<file path="src/hdl/bmpw_pkg.sv">
// ----------------------------------------------------------------------------
// bmpw_pkg
// Types, register indexes and fixed-point constants of the beam model
// particle weight block.
// ----------------------------------------------------------------------------
package bmpw_pkg;

   typedef struct packed {
      logic [15:0] measured_range;
      logic [15:0] expected_range;
      logic        ray_ok;
      logic        last_ray;
      logic [31:0] prior_weight;
   } req_type;

   typedef struct packed {
      logic [23:0] score;
      logic [31:0] new_weight;
   } rsp_type;

   localparam int CSR_INDEX_W = 3;
   localparam int CSR_DATA_W  = 32;

   localparam logic [CSR_INDEX_W-1:0] CSR_HIT_WEIGHT    = 3'd0;
   localparam logic [CSR_INDEX_W-1:0] CSR_SHORT_WEIGHT  = 3'd1;
   localparam logic [CSR_INDEX_W-1:0] CSR_MAX_WEIGHT    = 3'd2;
   localparam logic [CSR_INDEX_W-1:0] CSR_RAND_LEVEL    = 3'd3;
   localparam logic [CSR_INDEX_W-1:0] CSR_HIT_EXP_SCALE = 3'd4;
   localparam logic [CSR_INDEX_W-1:0] CSR_SHORT_DECAY   = 3'd5;
   localparam logic [CSR_INDEX_W-1:0] CSR_MAX_RANGE     = 3'd6;

   localparam logic [15:0] RST_HIT_WEIGHT    = 16'd52429;
   localparam logic [15:0] RST_SHORT_WEIGHT  = 16'd6554;
   localparam logic [15:0] RST_MAX_WEIGHT    = 16'd3277;
   localparam logic [15:0] RST_RAND_LEVEL    = 16'd109;
   localparam logic [31:0] RST_HIT_EXP_SCALE = 32'd95444;
   localparam logic [31:0] RST_SHORT_DECAY   = 32'd42950;
   localparam logic [15:0] RST_MAX_RANGE     = 16'd30000;

   localparam logic [23:0] ONE_Q16  = 24'd65536;
   localparam logic [23:0] SUM_MAX  = 24'hFFFFFF;
   localparam logic [18:0] MIX_CAP  = 19'd458752;
   localparam logic [31:0] ONE_Q30  = 32'h4000_0000;
   localparam int          SER_TERMS = 20;

   // Twenty-term series of e^u in Q2.30, evaluated at elaboration only.
   function automatic logic [63:0] exp_series_f(input logic [63:0] u);
      logic [63:0] acc;
      logic [63:0] term;
      acc  = 64'(ONE_Q30);
      term = 64'(ONE_Q30);
      for (int k = 1; k <= SER_TERMS; k++) begin
         term = ((term * u) >> 30) / 64'(k);
         acc  = acc + term;
      end
      return acc;
   endfunction

   // Series terms are divided by their index k through a rounded-up
   // reciprocal scaled by 2^(30 + ceil(log2 k)). Since every dividend stays
   // below 2^30, the product shifted right by that amount is the exact floor.
   function automatic logic [SER_TERMS:1][2:0] k_shift_f();
      logic [SER_TERMS:1][2:0] t;
      int                      c;
      for (int k = 1; k <= SER_TERMS; k++) begin
         c = 0;
         while ((1 << c) < k) c++;
         t[k] = 3'(c);
      end
      return t;
   endfunction

   function automatic logic [SER_TERMS:1][31:0] k_recip_f();
      logic [SER_TERMS:1][31:0] t;
      int                       c;
      for (int k = 1; k <= SER_TERMS; k++) begin
         c = 0;
         while ((1 << c) < k) c++;
         t[k] = 32'(((64'd1 << (30 + c)) + 64'(k - 1)) / 64'(k));
      end
      return t;
   endfunction

   localparam logic [SER_TERMS:1][2:0]  K_SHIFT = k_shift_f();
   localparam logic [SER_TERMS:1][31:0] K_RECIP = k_recip_f();

   localparam logic [63:0] E_WIDE     = exp_series_f(64'(ONE_Q30));
   localparam logic [63:0] INV_E_WIDE = (64'd1 << 60) / E_WIDE;
   localparam logic [31:0] E_Q30      = E_WIDE[31:0];
   localparam logic [31:0] INV_E_Q30  = INV_E_WIDE[31:0];

endpackage

</file>
<file path="src/hdl/beam_model_particle_weight.sv">
// ----------------------------------------------------------------------------
// beam_model_particle_weight
// Scores one particle against a laser scan, one ray per word, with the beam
// mixture model; emits the likelihood sum and the updated weight on the
// last ray of a particle.
// ----------------------------------------------------------------------------
//  channel | direction | handshake         | payload
//  req     | in        | req_valid/ready   | req_data (req_type)
//  rsp     | out       | rsp_valid/ready   | rsp_data (rsp_type)
//  csr     | in        | csr_we            | csr_index, csr_wdata
//
// An invalid ray goes straight to the cube of its mixture value. For a valid
// ray, each series term of an exponential runs a product, a multiplication by
// the reciprocal of the term index and a sum, and the hit term adds a radix-2
// divide for the reciprocal. A last ray adds a weight product and an emit
// step; reset is synchronous and sets the sum to 1.0.
// A last-ray word waits in its emit step while the previous result is unread.
// ----------------------------------------------------------------------------
module beam_model_particle_weight
   import bmpw_pkg::*;
(
   input  logic                   clock,
   input  logic                   reset,
   input  logic                   req_valid,
   output logic                   req_ready,
   input  req_type                req_data,
   output logic                   rsp_valid,
   input  logic                   rsp_ready,
   output rsp_type                rsp_data,
   input  logic                   csr_we,
   input  logic [CSR_INDEX_W-1:0] csr_index,
   input  logic [CSR_DATA_W-1:0]  csr_wdata
);

   localparam logic [4:0] ST_IDLE   = 5'd0;
   localparam logic [4:0] ST_HSQ    = 5'd1;
   localparam logic [4:0] ST_HSC    = 5'd2;
   localparam logic [4:0] ST_HCHK   = 5'd3;
   localparam logic [4:0] ST_SMUL   = 5'd4;
   localparam logic [4:0] ST_SCHK   = 5'd5;
   localparam logic [4:0] ST_SERMUL = 5'd6;
   localparam logic [4:0] ST_SERLD  = 5'd7;
   localparam logic [4:0] ST_DIV    = 5'd8;
   localparam logic [4:0] ST_DDONE  = 5'd9;
   localparam logic [4:0] ST_CTEST  = 5'd10;
   localparam logic [4:0] ST_MLO    = 5'd11;
   localparam logic [4:0] ST_MHI    = 5'd12;
   localparam logic [4:0] ST_MSUM   = 5'd13;
   localparam logic [4:0] ST_MIX    = 5'd14;
   localparam logic [4:0] ST_CSQ    = 5'd15;
   localparam logic [4:0] ST_CLO    = 5'd16;
   localparam logic [4:0] ST_CHI    = 5'd17;
   localparam logic [4:0] ST_CSUM   = 5'd18;
   localparam logic [4:0] ST_WMUL   = 5'd19;
   localparam logic [4:0] ST_EMIT   = 5'd20;

   logic [4:0]  state_ff, state_in;
   logic [15:0] hit_w_ff, short_w_ff, max_w_ff, rand_l_ff, max_r_ff;
   logic [31:0] hexp_ff, sdecay_ff;
   logic [15:0] meas_ff, meas_in, expd_ff, expd_in;
   logic        last_ff, last_in;
   logic [31:0] prior_ff, prior_in;
   logic [23:0] sum_ff, sum_in;
   logic [19:0] p_ff, p_in;
   logic [3:0]  n_ff, n_in;
   logic [29:0] f_ff, f_in;
   logic [30:0] term_ff, term_in;
   logic [31:0] acc_ff, acc_in;
   logic [4:0]  k_ff, k_in;
   logic [50:0] x_ff, x_in;
   logic [31:0] mb_ff, mb_in;
   logic        fin_ff, fin_in;
   logic        sel_short_ff, sel_short_in;
   logic [37:0] tmp_ff, tmp_in;
   logic [18:0] sq_hi_ff, sq_hi_in;
   logic [31:0] div_rem_ff, div_rem_in, div_lo_ff, div_lo_in;
   logic [31:0] div_q_ff, div_q_in, div_d_ff, div_d_in;
   logic [4:0]  div_cnt_ff, div_cnt_in;
   logic        div_inv_ff, div_inv_in;
   logic [63:0] prod_ff;
   logic        rsp_valid_ff, rsp_valid_in;
   rsp_type     rsp_data_ff, rsp_data_in;

   logic [31:0] mul_a, mul_b;
   logic [15:0] dz, sdiff;
   logic [32:0] div_t, div_sub;
   logic        div_ge;
   logic [31:0] ser_q;
   logic [31:0] acc_next;
   logic [52:0] m30_sum;
   logic [20:0] mix_sum;
   logic [57:0] cube_wide;
   logic [26:0] sum_wide;
   logic [23:0] sum_sat;
   logic [31:0] w_sat;

   assign req_ready = (state_ff == ST_IDLE);
   assign rsp_valid = rsp_valid_ff;
   assign rsp_data  = rsp_data_ff;

   assign dz    = (meas_ff >= expd_ff) ? (meas_ff - expd_ff) : (expd_ff - meas_ff);
   assign sdiff = expd_ff - meas_ff;

   // One restoring division step per cycle.
   assign div_t    = {div_rem_ff, div_lo_ff[31]};
   assign div_sub  = div_t - {1'b0, div_d_ff};
   assign div_ge   = (div_t >= {1'b0, div_d_ff});

   // Series term over k, taken from the reciprocal product.
   assign ser_q    = 32'(prod_ff >> (6'd30 + 6'(K_SHIFT[k_ff])));
   assign acc_next = acc_ff + ser_q;

   assign m30_sum   = prod_ff[52:0] + 53'(tmp_ff[31:0]);
   assign mix_sum   = 21'(p_ff) + 21'((meas_ff >= max_r_ff) ? max_w_ff : rand_l_ff);
   assign cube_wide = {prod_ff[37:0], 19'b0} + 58'(tmp_ff);
   assign sum_wide  = 27'(sum_ff) + 27'(cube_wide[57:32]);
   assign sum_sat   = (sum_wide > 27'(SUM_MAX)) ? SUM_MAX : sum_wide[23:0];
   assign w_sat     = (prod_ff[63:48] != 16'd0) ? 32'hFFFF_FFFF : prod_ff[47:16];

   always_comb begin
      mul_a = prior_ff;
      mul_b = 32'(sum_ff);
      case (state_ff)
         ST_HSQ: begin
            mul_a = 32'(dz);
            mul_b = 32'(dz);
         end
         ST_HSC: begin
            mul_a = prod_ff[31:0];
            mul_b = hexp_ff;
         end
         ST_SMUL: begin
            mul_a = 32'(sdiff);
            mul_b = sdecay_ff;
         end
         ST_SERMUL: begin
            mul_a = 32'(term_ff);
            mul_b = 32'(f_ff);
         end
         ST_SERLD: begin
            mul_a = prod_ff[61:30];
            mul_b = K_RECIP[k_ff];
         end
         ST_MLO: begin
            mul_a = 32'(x_ff[29:0]);
            mul_b = mb_ff;
         end
         ST_MHI: begin
            mul_a = 32'(x_ff[50:30]);
            mul_b = mb_ff;
         end
         ST_CSQ: begin
            mul_a = 32'(p_ff[18:0]);
            mul_b = 32'(p_ff[18:0]);
         end
         ST_CLO: begin
            mul_a = 32'(prod_ff[18:0]);
            mul_b = 32'(p_ff[18:0]);
         end
         ST_CHI: begin
            mul_a = 32'(sq_hi_ff);
            mul_b = 32'(p_ff[18:0]);
         end
         default: begin
         end
      endcase
   end

   always_comb begin
      state_in     = state_ff;
      meas_in      = meas_ff;
      expd_in      = expd_ff;
      last_in      = last_ff;
      prior_in     = prior_ff;
      sum_in       = sum_ff;
      p_in         = p_ff;
      n_in         = n_ff;
      f_in         = f_ff;
      term_in      = term_ff;
      acc_in       = acc_ff;
      k_in         = k_ff;
      x_in         = x_ff;
      mb_in        = mb_ff;
      fin_in       = fin_ff;
      sel_short_in = sel_short_ff;
      tmp_in       = tmp_ff;
      sq_hi_in     = sq_hi_ff;
      div_rem_in   = div_rem_ff;
      div_lo_in    = div_lo_ff;
      div_q_in     = div_q_ff;
      div_d_in     = div_d_ff;
      div_cnt_in   = div_cnt_ff;
      div_inv_in   = div_inv_ff;
      rsp_valid_in = rsp_valid_ff & ~rsp_ready;
      rsp_data_in  = rsp_data_ff;

      case (state_ff)
         ST_IDLE: begin
            if (req_valid) begin
               meas_in  = req_data.measured_range;
               expd_in  = req_data.expected_range;
               last_in  = req_data.last_ray;
               prior_in = req_data.prior_weight;
               if (req_data.ray_ok) begin
                  p_in     = 20'd0;
                  state_in = ST_HSQ;
               end else begin
                  p_in     = 20'(max_w_ff);
                  state_in = ST_CSQ;
               end
            end
         end
         ST_HSQ: state_in = ST_HSC;
         ST_HSC: state_in = ST_HCHK;
         ST_HCHK: begin
            // An integer part of sixteen or more makes the hit term vanish.
            if (prod_ff[63:36] != 28'd0) begin
               state_in = ST_SMUL;
            end else begin
               n_in         = prod_ff[35:32];
               f_in         = prod_ff[31:2];
               term_in      = ONE_Q30[30:0];
               acc_in       = ONE_Q30;
               k_in         = 5'd1;
               sel_short_in = 1'b0;
               state_in     = ST_SERMUL;
            end
         end
         ST_SMUL: begin
            if (meas_ff > expd_ff) state_in = ST_MIX;
            else state_in = ST_SCHK;
         end
         ST_SCHK: begin
            if ((prod_ff[63:36] != 28'd0) || (prod_ff[35:32] >= 4'd14)) begin
               p_in     = p_ff + ((short_w_ff != 16'd0) ? 20'(MIX_CAP) : 20'd0);
               state_in = ST_MIX;
            end else begin
               n_in         = prod_ff[35:32];
               f_in         = prod_ff[31:2];
               term_in      = ONE_Q30[30:0];
               acc_in       = ONE_Q30;
               k_in         = 5'd1;
               sel_short_in = 1'b1;
               state_in     = ST_SERMUL;
            end
         end
         ST_SERMUL: state_in = ST_SERLD;
         ST_SERLD: begin
            div_inv_in = 1'b0;
            state_in   = ST_DDONE;
         end
         ST_DIV: begin
            div_rem_in = div_ge ? div_sub[31:0] : div_t[31:0];
            div_lo_in  = {div_lo_ff[30:0], 1'b0};
            div_q_in   = {div_q_ff[30:0], div_ge};
            div_cnt_in = div_cnt_ff + 5'd1;
            if (div_cnt_ff == 5'd31) state_in = ST_DDONE;
         end
         ST_DDONE: begin
            if (div_inv_ff) begin
               x_in     = 51'(div_q_ff);
               state_in = ST_CTEST;
            end else begin
               term_in = ser_q[30:0];
               acc_in  = acc_next;
               if ((ser_q == 32'd0) || (k_ff == 5'(SER_TERMS))) begin
                  if (sel_short_ff) begin
                     x_in     = 51'(acc_next);
                     state_in = ST_CTEST;
                  end else begin
                     // Reciprocal of the series: 2^60 over the sum.
                     div_rem_in = 32'h1000_0000;
                     div_lo_in  = 32'd0;
                     div_d_in   = acc_next;
                     div_cnt_in = 5'd0;
                     div_inv_in = 1'b1;
                     state_in   = ST_DIV;
                  end
               end else begin
                  k_in     = k_ff + 5'd1;
                  state_in = ST_SERMUL;
               end
            end
         end
         ST_CTEST: begin
            if (n_ff != 4'd0) begin
               mb_in  = sel_short_ff ? E_Q30 : INV_E_Q30;
               n_in   = n_ff - 4'd1;
               fin_in = 1'b0;
            end else begin
               mb_in  = 32'(sel_short_ff ? short_w_ff : hit_w_ff);
               fin_in = 1'b1;
            end
            state_in = ST_MLO;
         end
         ST_MLO: state_in = ST_MHI;
         ST_MHI: begin
            tmp_in   = 38'(prod_ff[61:30]);
            state_in = ST_MSUM;
         end
         ST_MSUM: begin
            if (!fin_ff) begin
               x_in     = m30_sum[50:0];
               state_in = ST_CTEST;
            end else if (sel_short_ff) begin
               p_in = p_ff + ((m30_sum > 53'(MIX_CAP)) ? 20'(MIX_CAP) : m30_sum[19:0]);
               state_in = ST_MIX;
            end else begin
               p_in     = p_ff + 20'(m30_sum[16:0]);
               state_in = ST_SMUL;
            end
         end
         ST_MIX: begin
            p_in     = (mix_sum > 21'(MIX_CAP)) ? 20'(MIX_CAP) : mix_sum[19:0];
            state_in = ST_CSQ;
         end
         ST_CSQ: state_in = ST_CLO;
         ST_CLO: begin
            sq_hi_in = prod_ff[37:19];
            state_in = ST_CHI;
         end
         ST_CHI: begin
            tmp_in   = prod_ff[37:0];
            state_in = ST_CSUM;
         end
         ST_CSUM: begin
            sum_in   = sum_sat;
            state_in = last_ff ? ST_WMUL : ST_IDLE;
         end
         ST_WMUL: state_in = ST_EMIT;
         ST_EMIT: begin
            if (!rsp_valid_ff || rsp_ready) begin
               rsp_valid_in           = 1'b1;
               rsp_data_in.score      = sum_ff;
               rsp_data_in.new_weight = w_sat;
               sum_in                 = ONE_Q16;
               state_in               = ST_IDLE;
            end
         end
         default: state_in = ST_IDLE;
      endcase
   end

   always_ff @(posedge clock) begin
      if (reset) begin
         state_ff     <= ST_IDLE;
         sum_ff       <= ONE_Q16;
         rsp_valid_ff <= 1'b0;
         hit_w_ff     <= RST_HIT_WEIGHT;
         short_w_ff   <= RST_SHORT_WEIGHT;
         max_w_ff     <= RST_MAX_WEIGHT;
         rand_l_ff    <= RST_RAND_LEVEL;
         hexp_ff      <= RST_HIT_EXP_SCALE;
         sdecay_ff    <= RST_SHORT_DECAY;
         max_r_ff     <= RST_MAX_RANGE;
      end else begin
         state_ff     <= state_in;
         sum_ff       <= sum_in;
         rsp_valid_ff <= rsp_valid_in;
         if (csr_we) begin
            case (csr_index)
               CSR_HIT_WEIGHT:    hit_w_ff   <= csr_wdata[15:0];
               CSR_SHORT_WEIGHT:  short_w_ff <= csr_wdata[15:0];
               CSR_MAX_WEIGHT:    max_w_ff   <= csr_wdata[15:0];
               CSR_RAND_LEVEL:    rand_l_ff  <= csr_wdata[15:0];
               CSR_HIT_EXP_SCALE: hexp_ff    <= csr_wdata;
               CSR_SHORT_DECAY:   sdecay_ff  <= csr_wdata;
               CSR_MAX_RANGE:     max_r_ff   <= csr_wdata[15:0];
               default: begin
               end
            endcase
         end
      end
   end

   always_ff @(posedge clock) begin
      meas_ff      <= meas_in;
      expd_ff      <= expd_in;
      last_ff      <= last_in;
      prior_ff     <= prior_in;
      p_ff         <= p_in;
      n_ff         <= n_in;
      f_ff         <= f_in;
      term_ff      <= term_in;
      acc_ff       <= acc_in;
      k_ff         <= k_in;
      x_ff         <= x_in;
      mb_ff        <= mb_in;
      fin_ff       <= fin_in;
      sel_short_ff <= sel_short_in;
      tmp_ff       <= tmp_in;
      sq_hi_ff     <= sq_hi_in;
      div_rem_ff   <= div_rem_in;
      div_lo_ff    <= div_lo_in;
      div_q_ff     <= div_q_in;
      div_d_ff     <= div_d_in;
      div_cnt_ff   <= div_cnt_in;
      div_inv_ff   <= div_inv_in;
      prod_ff      <= 64'(mul_a) * 64'(mul_b);
      rsp_data_ff  <= rsp_data_in;
   end

   a_sum_restart: assert property (@(posedge clock) disable iff (reset)
      (state_ff == ST_EMIT && (!rsp_valid_ff || rsp_ready)) |=> sum_ff == ONE_Q16)
      else $error("running sum not restarted after emit");

   a_mix_capped: assert property (@(posedge clock) disable iff (reset)
      (state_ff == ST_CSQ) |-> p_ff <= 20'(MIX_CAP))
      else $error("mixture value above cap at cube");

   a_div_rem: assert property (@(posedge clock) disable iff (reset)
      (state_ff == ST_DIV) |-> div_rem_ff < div_d_ff)
      else $error("divider remainder not below divisor");

   a_accept_busy: assert property (@(posedge clock) disable iff (reset)
      (req_valid && req_ready) |=> state_ff != ST_IDLE)
      else $error("accepted word did not start work");

endmodule
</file>
<file path="config.mk">
export PLATFORM = sky130hd
export DESIGN_NAME = beam_model_particle_weight
export DESIGN_NICKNAME = d
export VERILOG_FILES = /design/src/hdl/bmpw_pkg.sv /design/src/hdl/beam_model_particle_weight.sv
export SDC_FILE = /design/constraint.sdc
export NUM_CORES = 2
export LEC_CHECK = 0
export BUFFER_PORTS_ARGS = -buffer_cell sky130_fd_sc_hd__clkbuf_2
export CORE_MARGIN = 2
export CORE_UTILIZATION = 60
export CTS_BUF_LIST = sky130_fd_sc_hd__clkbuf_4
export CTS_CLUSTER_SIZE = 30
export DETAILED_ROUTE_END_ITERATION = 7
export GPL_TIMING_DRIVEN = 0
export PLACE_DENSITY = 0.84
export SYNTH_ARGS = -nofsm -noshare
export SYNTH_HDL_FRONTEND = slang
export SYNTH_SLANG_ARGS = --single-unit
</file>
<file path="constraint.sdc">
create_clock -name clock -period 12.57 [get_ports clock]
set_input_delay 2.514 -clock clock [delete_from_list [all_inputs] [get_ports clock]]
set_output_delay 2.514 -clock clock [all_outputs]
set_load 0.005 [all_outputs]
</file>
; Yosys cells after proc, flatten, opt, wreduce, memory -nomap -nowiden
; Memory sizes are Yosys's and may differ from the RTL's. A register that Yosys moved wholly into a read port is not among the register bits.
; Index checks and enable logic that the tools add are counted.
[word_totals]
reg_bits = 757
mem_bits_ro = 1120
in_bits = 106
output_inout_bits = 58
elab_cells = 237
mem_count = 2
[classes]
add_sub_neg = 15
n_mul = 1
magnitude_cmp = 9
n_eq_ne = 43
n_shift = 1
muxes = 86
bitwise = 4
reduce_logical = 41
[memory_table]
columns = name, words, word_bits, rd, rd_clocked_by_memory_dff, write_ports, line
row1 = (no name shown), 32, 32, 1, 1, 0, beam_model_particle_weight.sv:142  ; mul_b = K_RECIP[k_ff];
row2 = (no name shown), 32, 3, 1, 1, 0, beam_model_particle_weight.sv:110  ; assign ser_q = 32'(prod_ff >> (6'd30 + 6'(K_SHIFT[k_ff])));
[ops]
columns = cell, count
row1 = $mux 32, 13
row2 = $pmux 32 s10, 1
row3 = $pmux 32 s7, 1
row4 = $mux 51, 4
row5 = $pmux 32 s2, 2
row6 = $mux 20, 6
row7 = $pmux 5 s21, 1
row8 = $pmux 51 s2, 1
row9 = $pmux 32 s3, 1
row10 = $mux 31, 3
row11 = $pmux 31 s3, 1
row12 = $pmux 20 s4, 1
row13 = $pmux 38 s2, 1
row14 = $mux 5, 15
row15 = $mul 32x32->64, 1
row16 = $mux 16, 4
row17 = $shr 64x6->32, 1
row18 = $mux 30, 2
row19 = $pmux 30 s2, 1
row20 = $add 57x38->58, 1
row21 = $add 53x32->53, 1
row22 = $gt 53x19->1 const B, 1
row23 = $mux 24, 2
row24 = $pmux 24 s2, 1
row25 = 55 further kinds, 134

; Logic depth before layout (Yosys ltp)
[depth]
ltp_word = 10
depth_mapped = 47
mapped_depth_nobuf = 43

; Worst setup path after synthesis
; OpenSTA, ideal clock, no wires.
[synth_path]
kind = register to register
start = register meas_ff[0]
end = register prod_ff[62]
setup_time_ns = 0.072
t_arrival_ns = 10.526
t_required_ns = 12.498
setup_slack_ns = 1.972
path_stages_with_launch = 43
path_buffers = 4
period_less_slack_ns = 10.598
path_cell_list = edfxtp_1 -> inv_1 -> ha_1 -> inv_1 -> fa_1 -> a21o_1 -> a21o_1 -> a2111oi_2 -> o21bai_1 -> a31o_2 -> o41a_1 -> buf_2 -> o31ai_2 -> mux2i_1 -> a21o_1 -> buf_2 -> buf_2 -> nor2_1 -> (+7 left out) -> fa_1 -> fa_1 -> inv_1 -> fa_1 -> inv_1 -> ha_1 -> clkbuf_1 -> a21oi_1 -> o21ai_1 -> a21o_1 -> a21oi_1 -> o21ai_0 -> a31o_2 -> a311oi_1 -> o21ai_1 -> a211o_1 -> a221oi_1 -> xnor2_1
[synth_via]
elab_chain_len = 4
word_cells_on_any_way = 7
classes_between = add/sub (2) / mul (1) / order compare (1) / mux (3)
[synth_lines]
columns = item, line
row1 = "start, declared", beam_model_particle_weight.sv:60  ; logic [15:0] meas_ff, meas_in, expd_ff, expd_in;
row2 = "start signal, assigned", beam_model_particle_weight.sv:377  ; meas_ff <= meas_in;
row3 = "$sub 16x16->16, or another cell as far along", "beam_model_particle_weight.sv:101, beam_model_particle_weight.sv:102"
row4 = $mux 16, beam_model_particle_weight.sv:101  ; assign dz = (meas_ff >= expd_ff) ? (meas_ff - expd_ff) : (expd_ff - meas_ff);
row5 = $pmux 32 s10 / $pmux 32 s7 (equally long branches), beam_model_particle_weight.sv:123  ; case (state_ff)
row6 = $mul 32x32->64 *, beam_model_particle_weight.sv:399  ; prod_ff <= 64'(mul_a) * 64'(mul_b);
row7 = "end signal, assigned", beam_model_particle_weight.sv:399
row8 = "end, declared", beam_model_particle_weight.sv:80  ; logic [63:0] prod_ff;
; Mark *: on every way between the ends. The rest lies on a longest branch, timed or not.
; A chain may end at the register's enable or synchronous reset.

; Final worst setup path
[layout_path]
start = register state_ff[2]
end = register prod_ff[63]
[layout_via]
elab_chain_len = 4
word_cells_on_any_way = 15
classes_between = mul (1) / eq/ne (10) / mux (2) / reduce/logical (2)
[layout_lines]
columns = item, line
row1 = "start, declared", beam_model_particle_weight.sv:57  ; logic [4:0] state_ff, state_in;
row2 = "start signal, assigned", beam_model_particle_weight.sv:357  ; state_ff <= state_in;
row3 = $eq 5x5->1 / $eq 5x4->1 (equally long branches), beam_model_particle_weight.sv:123
row4 = $reduce_or 3->1 (no source line) / $reduce_or 2->1 (equally long branches), n/a
row5 = $pmux 32 s7, beam_model_particle_weight.sv:123
row6 = $mul 32x32->64 *, beam_model_particle_weight.sv:399
; Marks and branches as above.

==> results.sh <==
export IMPL_ys_top_cells_by_area="fa_1 24%, edfxtp_1 19%, ha_1 8.3%"
export IMPL_grt_pass1_vias=68700
export IMPL_clkSinkCount=744
export IMPL_relSlewSlack_pct=-6.15
export IMPL_core_sq_um=125000
export IMPL_regToRegSetupSlack_ns=-0.22
export IMPL_clock_skew_ns=0.148
export IMPL_timing_rr_start="state_ff[2]$_SDFFE_PP0P_"
export IMPL_cts_tree="yes"
export IMPL_fillers=10400
export IMPL_die_area_sq_um=129000
export IMPL_hold_class="reg -> reg"
export IMPL_yosysUniqueCellTypes=103
export IMPL_fmax_mhz=78.2
export IMPL_yosys_most_used_dff="edfxtp_1"
export IMPL_wl_per_cell_microns=32.4
export IMPL_ys_top_cells_by_count="1,184 x inv_1, 1,113 x nand2_1, 905 x fa_1, 772 x nor2_1, 500 x ha_1"
export IMPL_ys_ff_latch=744
export IMPL_gp_routability_congestion=1.11
export IMPL_antenna_found_initial=44
export IMPL_ant_nets=0
export IMPL_path_buf_inv=9
export IMPL_path_clk_slew_ns=0.07
export IMPL_routed_wl_microns=342000
export IMPL_setup_slack_ns=-0.216
export IMPL_viasPerCell=6.70
export IMPL_final_hold_viol_count=0
export IMPL_yosysTopAreaCell="fa_1"
export IMPL_status="finished, violations left"
export IMPL_critical_path_startpoint="state_ff[2]$_SDFFE_PP0P_"
export IMPL_grt_pass1_wl_microns=479000
export IMPL_cts_buffers=196
export IMPL_grt_max_degree=64
export IMPL_syn_area_sq_um=75700
export IMPL_vias=70800
export IMPL_first_pass_iters=8
export IMPL_fin_crit_sh_pct=102
export IMPL_preCtsSetupSlack_ns=-1.59
export IMPL_drtIter0Drc=11900
export IMPL_synth_nets=9840
export IMPL_violations="design-rule violations, max-capacitance violations, max-slew violations, negative setup slack"
export IMPL_critPathMaxFanout=10
export IMPL_synth_edff_count=474
export IMPL_period_needed_ns=12.79
export IMPL_startpoint_type="flop"
export IMPL_cp_required_ns=13.57
export IMPL_overflow=0
export IMPL_die_width_microns=359
export IMPL_crit_type="reg -> reg"
export IMPL_ys_seq_area_share_pct=25.9
export IMPL_cts_root_buf="clkbuf_4"
export IMPL_yosys_area_top_type_share_pct=23.9
export IMPL_grt_usage_pct=52.4
export IMPL_drive_gt1_share_pct=10.0
export IMPL_insertion_delay_ns=1.24
export IMPL_area_growth_pct=9.30
export IMPL_hpwlAfterDp_microns=274000
export IMPL_rows=130
export IMPL_drc=32
export IMPL_htreeDepth=4
export IMPL_layout_nets=10200
export IMPL_syn_avg_cell_area_sq_um=9.09
export IMPL_clock_path_buffers=3
export IMPL_worst_pin_slew_ns=1.58
export IMPL_end_kind="flop"
export IMPL_slew_viol_final=7
export IMPL_syn_inst=8329
export IMPL_setup_tns_final_ns=-0.328
export IMPL_yosys_cell_count_top_type="inv_1"
export IMPL_io_buffers=160
export IMPL_synthArstFlopShare_pct=0
export IMPL_crit_top_cell="fa_1"
export IMPL_max_stage_delay_ns=1.12
export IMPL_setup_viol=2
export IMPL_arrival_ns=13.78
export IMPL_start_util_pct=60.4
export IMPL_boundaryPins=164
export IMPL_die_height_microns=359
export IMPL_holdCritStartpoint="div_q_ff[4]$_DFFE_PP_"
export IMPL_maxCapViolCount=1
export IMPL_critical_path_top_delay_family="adder cells"
export IMPL_yosys_warnings=0
export IMPL_cp_slowest_cell="a22oi_1"
## cell type report
cell class	instances	area, sq um	area share (%)
flip-flops and latches	744	19600	23.7
clock buffers	296	2220	2.68
inverters	1189	4470	5.40
multi-input cells	5960	50500	61.0
clock inverters	62	418	0.505
plain buffers	418	1930	2.33
well taps	1650	2060	2.49
diodes	32	80.1	0.0967
repair buffers	217	1450	1.76
## path summary, 6_finish.rpt
path,to,cells after the start
setup reg to reg,prod_ff[63]$_DFF_P_,34
hold reg to reg,div_q_ff[5]$_DFFE_PP_,0
setup / recovery,prod_ff[63]$_DFF_P_,34
hold / removal,div_q_ff[5]$_DFFE_PP_,0
## stage by stage
| stage | cell area (sq um) | std cells | util (%) | hold WS, ns |
|---|---|---|---|---|
| after global routing | 82700 | 10500 | 65.9 | 0.457 |
| final | 82800 | 10600 | 66.0 | 0.431 |
| after detailed placement | 79000 | 10200 | 63.0 | 0.429 |
| after global placement | 78600 | 10100 | 62.7 | 0.421 |
| after CTS | 82000 | 10500 | 65.4 | 0.445 |
| after floorplan | 75700 | 8329 | - | 0.418 |
## per-layer routing
metal | global-route usage, % | share of wire [%] | vias up
met4 | 31.9 | 7.7 | 61
met1 | 67.2 | 35 | 34300
met5 | 1.63 | 0.23 | -
met3 | 27.6 | 19 | 1562
li1 | - | - | 28400
met2 | 69.0 | 38 | 6469
## cell families (layout without fill, tap and decap cells)
family,Yosys count,in the layout,share of synthesized area (%)
buffers and inverters,1625,2182,8.22
XOR/XNOR,267,267,3.09
other,0,32,0
flip-flops,744,744,25.9
AO/OA/AOI/OAI,1451,1451,12.6
AND/OR/NAND/NOR,2698,2698,15.9
multiplexers,139,139,2.01
adder cells (fa/ha/maj),1405,1405,32.2
## state kept, by name (all words and copies together), names as in the netlist, 38 cells and up, named ones only
register and count:
tmp_ff 38, x_ff 51, rsp_data 56, prod_ff 64
## what timing repair did
action,in CTS,in global routing
gates cloned,0,0
pin swaps,9,15
setup buffers,12,20
setup endpoints to repair,30,19
resized for setup,89,175
hold buffers,0,0
## cell usage in the layout (no fill, tap or decap), types with 33 or more instances in the layout
| master | instances |
|---|---|
| a211oi_1 | 53 |
| a21o_1 | 140 |
| a21oi_1 | 434 |
| a22oi_1 | 109 |
| a31oi_1 | 35 |
| and2_1 | 126 |
| and3_1 | 50 |
| buf_2 | 46 |
| buf_4 | 47 |
| clkbuf_1 | 250 |
| clkbuf_2 | 217 |
| clkbuf_4 | 310 |
| clkinv_1 | 39 |
| dfxtp_1 | 270 |
| edfxtp_1 | 474 |
| fa_1 | 905 |
| ha_1 | 497 |
| inv_1 | 1179 |
| mux2_2 | 33 |
| mux2i_1 | 97 |
| nand2_1 | 1107 |
| nand2b_1 | 114 |
| nand3_1 | 90 |
| nand3b_1 | 57 |
| nand4_1 | 65 |
| nor2_1 | 768 |
| nor2b_1 | 42 |
| nor3_1 | 90 |
| o21a_1 | 44 |
| o21ai_0 | 233 |
| o21bai_1 | 38 |
| or3_1 | 55 |
| xnor2_1 | 167 |
| xor2_1 | 94 |
Power is not shown: default switching activity piles up to over one toggle a cycle in this logic, so the estimate is an artifact.
